### src/hw/rtl/cvcl_pkg.sv
// Shared types and constants for the cascaded voltage/current control loop.
// Depends on nothing; every RTL file of the block imports it.
package cvcl_pkg;

  localparam int SAMPLE_WIDTH = 16;
  localparam int GAIN_W       = 16;
  localparam int REF_W        = 15;
  localparam int DUTY_W       = 16;
  localparam int INTEG_W      = 16;
  localparam int CFG_W        = 16;
  localparam int CFG_IDX_W    = 3;
  localparam int CNT_W        = $clog2(GAIN_W);

  localparam int ERR_W  = ((SAMPLE_WIDTH > 16) ? SAMPLE_WIDTH : 16) + 2;
  localparam int PROD_W = ERR_W + GAIN_W + 1;

  localparam int OUT_SHIFT = 12;
  localparam int OUT_RND   = 2048;
  localparam int IN_SHIFT  = 4;
  localparam int IN_RND    = 8;
  localparam int RED_W     = PROD_W - OUT_SHIFT;
  localparam int DEL_W     = PROD_W - IN_SHIFT;

  localparam int INTEG_LIMIT = 1280;

  localparam logic [REF_W-1:0]  VSET_RESET  = REF_W'(3072);
  localparam logic [GAIN_W-1:0] KPV_RESET   = GAIN_W'(2048);
  localparam logic [GAIN_W-1:0] KIV_RESET   = GAIN_W'(410);
  localparam logic [GAIN_W-1:0] KPI_RESET   = GAIN_W'(1229);
  localparam logic [REF_W-1:0]  IFLOOR_RESET = REF_W'(26);
  localparam logic [REF_W-1:0]  ICEIL_RESET  = REF_W'(1280);
  localparam logic [DUTY_W-1:0] DFLOOR_RESET = DUTY_W'(3277);
  localparam logic [DUTY_W-1:0] DCEIL_RESET  = DUTY_W'(62259);

  typedef enum logic [CFG_IDX_W-1:0] {
    REG_VSET   = 3'd0,
    REG_KPV    = 3'd1,
    REG_KIV    = 3'd2,
    REG_KPI    = 3'd3,
    REG_IFLOOR = 3'd4,
    REG_ICEIL  = 3'd5,
    REG_DFLOOR = 3'd6,
    REG_DCEIL  = 3'd7
  } cfg_reg_t;

  typedef enum logic [6:0] {
    ST_IDLE  = 7'b0000001,
    ST_MUL_V = 7'b0000010,
    ST_INTEG = 7'b0000100,
    ST_IREF  = 7'b0001000,
    ST_IERR  = 7'b0010000,
    ST_MUL_I = 7'b0100000,
    ST_DUTY  = 7'b1000000
  } state_t;

endpackage

### src/hw/rtl/cascaded_voltage_current_loop.sv
// Cascaded PI voltage / P current controller for a DC-DC converter.
// Depends on cvcl_pkg for widths, register codes and the state type.
//
// Usage: each input item (voltage_measured, current_measured, signed Q7.8) is
// taken on in_valid/in_ready and yields one result item (current_reference,
// duty_out) on out_valid/out_ready. Gains, setpoint and limits must be written
// through cfg_we/cfg_index/cfg_data while the block is idle; the block itself does not enforce this.
// The products are formed by bit-serial shift-add logic that consumes one
// gain bit per cycle; the voltage loop runs its two products side by side,
// and the current loop then reuses the first of the two for its product.
// An item is accepted only while idle, so each item is finished before the
// next is taken; a new item can be accepted in the cycle after the result is registered.
// The result sits in an output register; while the receiver stalls, the next
// item is accepted and processed, and it waits in its last step until the
// output register is free.
// Reset restores the register defaults, clears the integral and the stored
// duty, and empties the output register.
module cascaded_voltage_current_loop
  import cvcl_pkg::*;
(
  input  logic                           clk,
  input  logic                           rst,
  input  logic                           cfg_we,
  input  logic [CFG_IDX_W-1:0]           cfg_index,
  input  logic [CFG_W-1:0]               cfg_data,
  input  logic                           in_valid,
  output logic                           in_ready,
  input  logic signed [SAMPLE_WIDTH-1:0] voltage_measured,
  input  logic signed [SAMPLE_WIDTH-1:0] current_measured,
  output logic                           out_valid,
  input  logic                           out_ready,
  output logic [REF_W-1:0]               current_reference,
  output logic [DUTY_W-1:0]              duty_out
);

  logic [REF_W-1:0]  vset;
  logic [GAIN_W-1:0] kpv;
  logic [GAIN_W-1:0] kiv;
  logic [GAIN_W-1:0] kpi;
  logic [REF_W-1:0]  ifloor;
  logic [REF_W-1:0]  iceil;
  logic [DUTY_W-1:0] dfloor;
  logic [DUTY_W-1:0] dceil;

  state_t state;
  logic [CNT_W-1:0] cnt;

  logic signed [ERR_W-1:0]        err;
  logic signed [SAMPLE_WIDTH-1:0] imeas;
  logic [GAIN_W-1:0]              gain_a;
  logic [GAIN_W-1:0]              gain_b;
  logic signed [PROD_W-1:0]       acc_a;
  logic signed [PROD_W-1:0]       acc_b;
  logic signed [INTEG_W-1:0]      integ;
  logic [DUTY_W-1:0]              duty_acc;
  logic [REF_W-1:0]               iref;

  logic signed [PROD_W-1:0] err_ext;
  logic signed [PROD_W-1:0] acc_a_next;
  logic signed [PROD_W-1:0] acc_b_next;
  logic signed [PROD_W-1:0] rnd_a;
  logic signed [PROD_W-1:0] rnd_b;
  logic signed [PROD_W-1:0] rnd_i;
  logic signed [RED_W-1:0]  prop;
  logic signed [RED_W-1:0]  inc;
  logic signed [RED_W:0]    isum;
  logic signed [RED_W:0]    rsum;
  logic signed [DEL_W-1:0]  delta;
  logic signed [DEL_W:0]    dsum;
  logic signed [INTEG_W-1:0] integ_next;
  logic [REF_W-1:0]         iref_next;
  logic [DUTY_W-1:0]        duty_next;
  logic                     out_free;

  assign in_ready = (state == ST_IDLE);
  assign out_free = !out_valid || out_ready;

  // One step of the MSB-first shift-add multiplier.
  assign err_ext    = PROD_W'(err);
  assign acc_a_next = (acc_a <<< 1) + (gain_a[GAIN_W-1] ? err_ext : '0);
  assign acc_b_next = (acc_b <<< 1) + (gain_b[GAIN_W-1] ? err_ext : '0);

  assign rnd_a = acc_a + PROD_W'(OUT_RND);
  assign rnd_b = acc_b + PROD_W'(OUT_RND);
  assign rnd_i = acc_a + PROD_W'(IN_RND);
  assign prop  = rnd_a[PROD_W-1:OUT_SHIFT];
  assign inc   = rnd_b[PROD_W-1:OUT_SHIFT];
  assign delta = rnd_i[PROD_W-1:IN_SHIFT];

  assign isum = (RED_W+1)'(inc) + (RED_W+1)'(integ);
  assign rsum = (RED_W+1)'(prop) + (RED_W+1)'(integ);
  assign dsum = (DEL_W+1)'(delta) + signed'((DEL_W+1)'(duty_acc));

  always_comb begin
    if (isum > (RED_W+1)'(INTEG_LIMIT)) begin
      integ_next = INTEG_W'(INTEG_LIMIT);
    end else if (isum < -(RED_W+1)'(INTEG_LIMIT)) begin
      integ_next = -INTEG_W'(INTEG_LIMIT);
    end else begin
      integ_next = isum[INTEG_W-1:0];
    end
  end

  always_comb begin
    if (rsum < signed'((RED_W+1)'(ifloor))) begin
      iref_next = ifloor;
    end else if (rsum > signed'((RED_W+1)'(iceil))) begin
      iref_next = iceil;
    end else begin
      iref_next = rsum[REF_W-1:0];
    end
  end

  always_comb begin
    if (dsum < signed'((DEL_W+1)'(dfloor))) begin
      duty_next = dfloor;
    end else if (dsum > signed'((DEL_W+1)'(dceil))) begin
      duty_next = dceil;
    end else begin
      duty_next = dsum[DUTY_W-1:0];
    end
  end

  always_ff @(posedge clk) begin
    if (rst) begin
      vset   <= VSET_RESET;
      kpv    <= KPV_RESET;
      kiv    <= KIV_RESET;
      kpi    <= KPI_RESET;
      ifloor <= IFLOOR_RESET;
      iceil  <= ICEIL_RESET;
      dfloor <= DFLOOR_RESET;
      dceil  <= DCEIL_RESET;
    end else if (cfg_we) begin
      unique case (cfg_reg_t'(cfg_index))
        REG_VSET:   vset   <= cfg_data[REF_W-1:0];
        REG_KPV:    kpv    <= cfg_data[GAIN_W-1:0];
        REG_KIV:    kiv    <= cfg_data[GAIN_W-1:0];
        REG_KPI:    kpi    <= cfg_data[GAIN_W-1:0];
        REG_IFLOOR: ifloor <= cfg_data[REF_W-1:0];
        REG_ICEIL:  iceil  <= cfg_data[REF_W-1:0];
        REG_DFLOOR: dfloor <= cfg_data[DUTY_W-1:0];
        REG_DCEIL:  dceil  <= cfg_data[DUTY_W-1:0];
        default:    ;
      endcase
    end
  end

  always_ff @(posedge clk) begin
    if (rst) begin
      state     <= ST_IDLE;
      cnt       <= '0;
      integ     <= '0;
      duty_acc  <= '0;
      out_valid <= 1'b0;
    end else begin
      if (out_valid && out_ready && (state != ST_DUTY)) begin
        out_valid <= 1'b0;
      end
      unique case (state)
        ST_IDLE: begin
          if (in_valid) begin
            err    <= ERR_W'(signed'({1'b0, vset})) - ERR_W'(voltage_measured);
            imeas  <= current_measured;
            acc_a  <= '0;
            acc_b  <= '0;
            gain_a <= kpv;
            gain_b <= kiv;
            cnt    <= '0;
            state  <= ST_MUL_V;
          end
        end
        ST_MUL_V: begin
          acc_a  <= acc_a_next;
          acc_b  <= acc_b_next;
          gain_a <= gain_a << 1;
          gain_b <= gain_b << 1;
          cnt    <= cnt + 1'b1;
          if (cnt == CNT_W'(GAIN_W-1)) begin
            state <= ST_INTEG;
          end
        end
        ST_INTEG: begin
          integ <= integ_next;
          state <= ST_IREF;
        end
        ST_IREF: begin
          iref  <= iref_next;
          state <= ST_IERR;
        end
        ST_IERR: begin
          err    <= ERR_W'(signed'({1'b0, iref})) - ERR_W'(imeas);
          acc_a  <= '0;
          gain_a <= kpi;
          cnt    <= '0;
          state  <= ST_MUL_I;
        end
        ST_MUL_I: begin
          acc_a  <= acc_a_next;
          gain_a <= gain_a << 1;
          cnt    <= cnt + 1'b1;
          if (cnt == CNT_W'(GAIN_W-1)) begin
            state <= ST_DUTY;
          end
        end
        ST_DUTY: begin
          if (out_free) begin
            duty_acc          <= duty_next;
            current_reference <= iref;
            duty_out          <= duty_next;
            out_valid         <= 1'b1;
            state             <= ST_IDLE;
          end
        end
        default: state <= ST_IDLE;
      endcase
    end
  end

endmodule

### config.mk
export PLATFORM = sky130hd
export DESIGN_NAME = cascaded_voltage_current_loop
export DESIGN_NICKNAME = d
export VERILOG_FILES = /design/src/hw/rtl/cvcl_pkg.sv /design/src/hw/rtl/cascaded_voltage_current_loop.sv
export SDC_FILE = /design/constraint.sdc
export NUM_CORES = 1
export LEC_CHECK = 0
export ABC_AREA = 1
export ABC_CLOCK_PERIOD_IN_PS = 5950
export BUFFER_PORTS_ARGS = -buffer_cell sky130_fd_sc_hd__clkbuf_2
export CAP_MARGIN = 20
export CORE_ASPECT_RATIO = 0.7
export CORE_MARGIN = 2
export CORE_UTILIZATION = 55
export DETAILED_ROUTE_END_ITERATION = 6
export GPL_TIMING_DRIVEN = 1
export PLACE_DENSITY = 0.68
export SYNTH_ARGS = -nofsm -noshare
export SYNTH_HDL_FRONTEND = slang
export SYNTH_SLANG_ARGS = --single-unit
export TNS_END_PERCENT = 20
### constraint.sdc
create_clock -name clk -period 5.95 [get_ports clk]
set_input_delay 0.595 -clock clk [delete_from_list [all_inputs] [get_ports clk]]
set_output_delay 0.595 -clock clk [all_outputs]
set_load 0.02 [all_outputs]
==> run metrics <==
Placed Area=26700 um^2; Routed WL per cell=18.6 um; most area-hungry cell type in the Yosys netlist=edfxtp_1; Worst Skew=25.8 ps; CTS Buffer Depth=3; Worst EP arrival=5700 ps; # fillers=4271; R2R Setup Slk=520 ps; most frequently used flop master after synthesis=edfxtp_1; total power draw=0.00964 W; top cells by area, synth=edfxtp_1 (21%), dfxtp_1 (13%), nand2_1 (12%); post-synthesis cell area=25700 um^2; Mapped Nets=3846; Post-CTS Hold Fix Bufs=0; die area=48400 um^2; CTS Root Cell=clkbuf_16; Net Switching=0.00407 W; Mapped Cells=3557; Final min period=5430 ps; vias in the first global route=22200; post-synthesis sequential area ratio=34.4%; Detail Route Antenna Nets=0; Worst slew margin=26.0%; worst reg2reg endpoint=iref[1]; Final WS setup=520 ps; Hold Path Origin=current_measured[6]; final instance area=28000 um^2; Clock Latency Late Sink=560 ps; detailed placement HPWL=61.8 mm; GRT overflow=0; chip height=185 um; GP Congestion=1.02; H-tree depth reported by CTS=2; WS Path Type=reg -> reg; Slew @ Worst Pin=1110 ps; core area=46200 um^2; Final Max Slew Viols=0; # clock sinks=350; Setup Buffers After CTS=0; first-pass GRT wire length=123 mm; EDFF count, synth=181; worst vdd ir=0.000260 V; maxcap violations=0; clock share of power=24.3%; CP max FO=16; Ys Warns=0; Avg Vias per Cell=5.70; number of antenna violations at the first check in global routing=3; post-layout util=60.4%; setup TNS=0 ps; WHS Path Cells=1; DRT Wirelength=79.2 mm; fmax=0.184 GHz; Port Buf Inserts=88; Final Hold Fails=0; RSZ-0062 raised after global routing=no; pre-CTS setup slack=484 ps; Critical Path RT=6220 ps; CTS tree=built; post-CTS sizing=0; Tcrit/Tclk final=91.3%; reg2reg start=acc_a[12]; post-synth top area share=21.2%; Internal Power=0.00557 W; Seq pwr share=33.8%; Yosys cell types=60; Min-Delay Endpoint=imeas[6]; antenna cells=0; reg2reg path depth=25; status=finished clean; syn avg cell area=7.21 um^2; nets=3914; Ports=89; Worst-path clk slew=70 ps; Leak=13.3 nW; initial core utilization=55.5%; DRT Pass-1 Iters=6; DRT iter0 DRCs=2594; Sw Ratio=42.2%; Yosys reg bits=350; row cnt=66; largest net degree at the start of global routing=65; Comb pwr share=41.9%; share of cells above drive strength 1=7.39%; ys async rst share=0%; Power Density=345 nW/um^2; CP Launch Type=flop; # setup viols final=0; GRT Total Usage=32.6%; Die Span X=262 um; Crit. End Element=flop; min-delay worst type=in -> reg; DR vias=24300; CTS Buf Count=37; Layout Area Growth over Synthesis=8.94%; drc violations=0
synthesized netlist by cell type (all sizes together), types with 20 or more instances:
master  instances
nand2         823
nand3         202
o21ai         249
xor2           85
clkbuf         65
dfxtp         169
inv           488
or2            24
edfxtp        181
nor2          401
o211ai         23
nor3           35
xnor2          29
o21bai         20
nand4          49
ha            226
a21oi         328
cell families (layout without fill, tap and decap cells):
logic type	after synthesis	in the layout	share of synthesized area, %
AND/OR/NAND/NOR	1567	1567	26.1
buffers and inverters	574	671	8.53
XOR/XNOR	114	114	3.92
AO/OA/AOI/OAI	717	717	15.4
multiplexers	2	2	0.0780
flip-flops	350	350	34.4
adder cells (fa/ha/maj)	233	233	11.6
cell usage in the layout (no fill, tap or decap), types with 40 or more instances in the layout:
cell type  count
clkbuf_16     40
clkbuf_2      88
dfxtp_1      169
o21ai_0      238
edfxtp_1     181
nor2_1       370
inv_1        480
nand2_1      807
xor2_1        84
nand3_1      187
a21oi_1      327
nand4_1       49
ha_1         226
metrics by stage:
stage	hold slack, ps	cells
2_1_floorplan	426	3557
3_3_place_gp	438	4197
3_5_place_dp	443	4198
4_1_cts	200	4266
5_1_grt	203	4266
6_report	223	4266
final cells by class:
| cell class | count | area, um^2 | share of cell area, % |
|---|---|---|---|
| Tap cell | 612 | 766 | 2.74 |
| Multi-Input combinational cell | 2633 | 14700 | 52.6 |
| Sequential cell | 350 | 8820 | 31.6 |
| Timing Repair Buffer | 112 | 624 | 2.23 |
| Clock buffer | 52 | 1080 | 3.85 |
| Clock inverter | 16 | 126 | 0.452 |
| Inverter | 491 | 1850 | 6.61 |
registers in the layout, summed over array words and instances (netlist names), 16 cells and up:
name / flops
acc_a: 35
acc_b: 35
dceil: 16
dfloor: 16
duty_acc: 16
duty_out: 16
err: 17
gain_a: 16
gain_b: 16
imeas: 16
integ: 16
kiv: 16
kpi: 16
kpv: 16
routing by layer:
| layer | up-vias | track usage [%] | part of all wire [%] |
|---|---|---|---|
| met1 | 11300 | 48.5 | 48 |
| met3 | 111 | 6.34 | 8.4 |
| met4 | 4 | 7.32 | 2.1 |
| met5 | - | 0 | 0.034 |
| li1 | 12000 | - | - |
| met2 | 877 | 48.5 | 42 |
critical path: stages (launching register included):
cell and delay [ps]:
edfxtp_1 440, ha_1 260, nand2_1 140, nor2_4 240
nand2_1 130, inv_1 100, nor2_1 50, nor2_1 160
ha_1 330, a21oi_1 200, inv_1 60, a31oi_1 250
o21ai_0 190, a31oi_1 240, xor2_1 380, ha_1 330
nand2_1 80, o21ai_0 100, a21oi_1 140, o211ai_1 90
nor2_1 110, nand3_1 450, nand3_4 410, nand2_1 80
nand3_1 80, o21ai_0 110
power by group through the flow:
stage	Combinational, W	Clock [W]	Sequential (W)
6_report	0.00404	0.00234	0.00326
5_1_grt	0.00453	0.00246	0.00328
4_1_cts	0.00396	0.00236	0.00325
3_5_place_dp	0.00392	0	0.00330
3_3_place_gp	0.00385	0	0.00329
2_1_floorplan	0.00287	0	0.00317
how the worst max path moves through the flow:
stage                         start        to  slack [ps]
after floorplan            state[6]  acc_b[0]        1250
after global placement    acc_a[11]  iref[13]         680
after detailed placement  acc_a[12]  iref[13]         480
after CTS                 acc_a[12]  iref[13]         480
after global routing      acc_a[12]  iref[13]          30
final                     acc_a[12]   iref[1]         520
No activity file was read; power rests on OpenSTA's default activity.
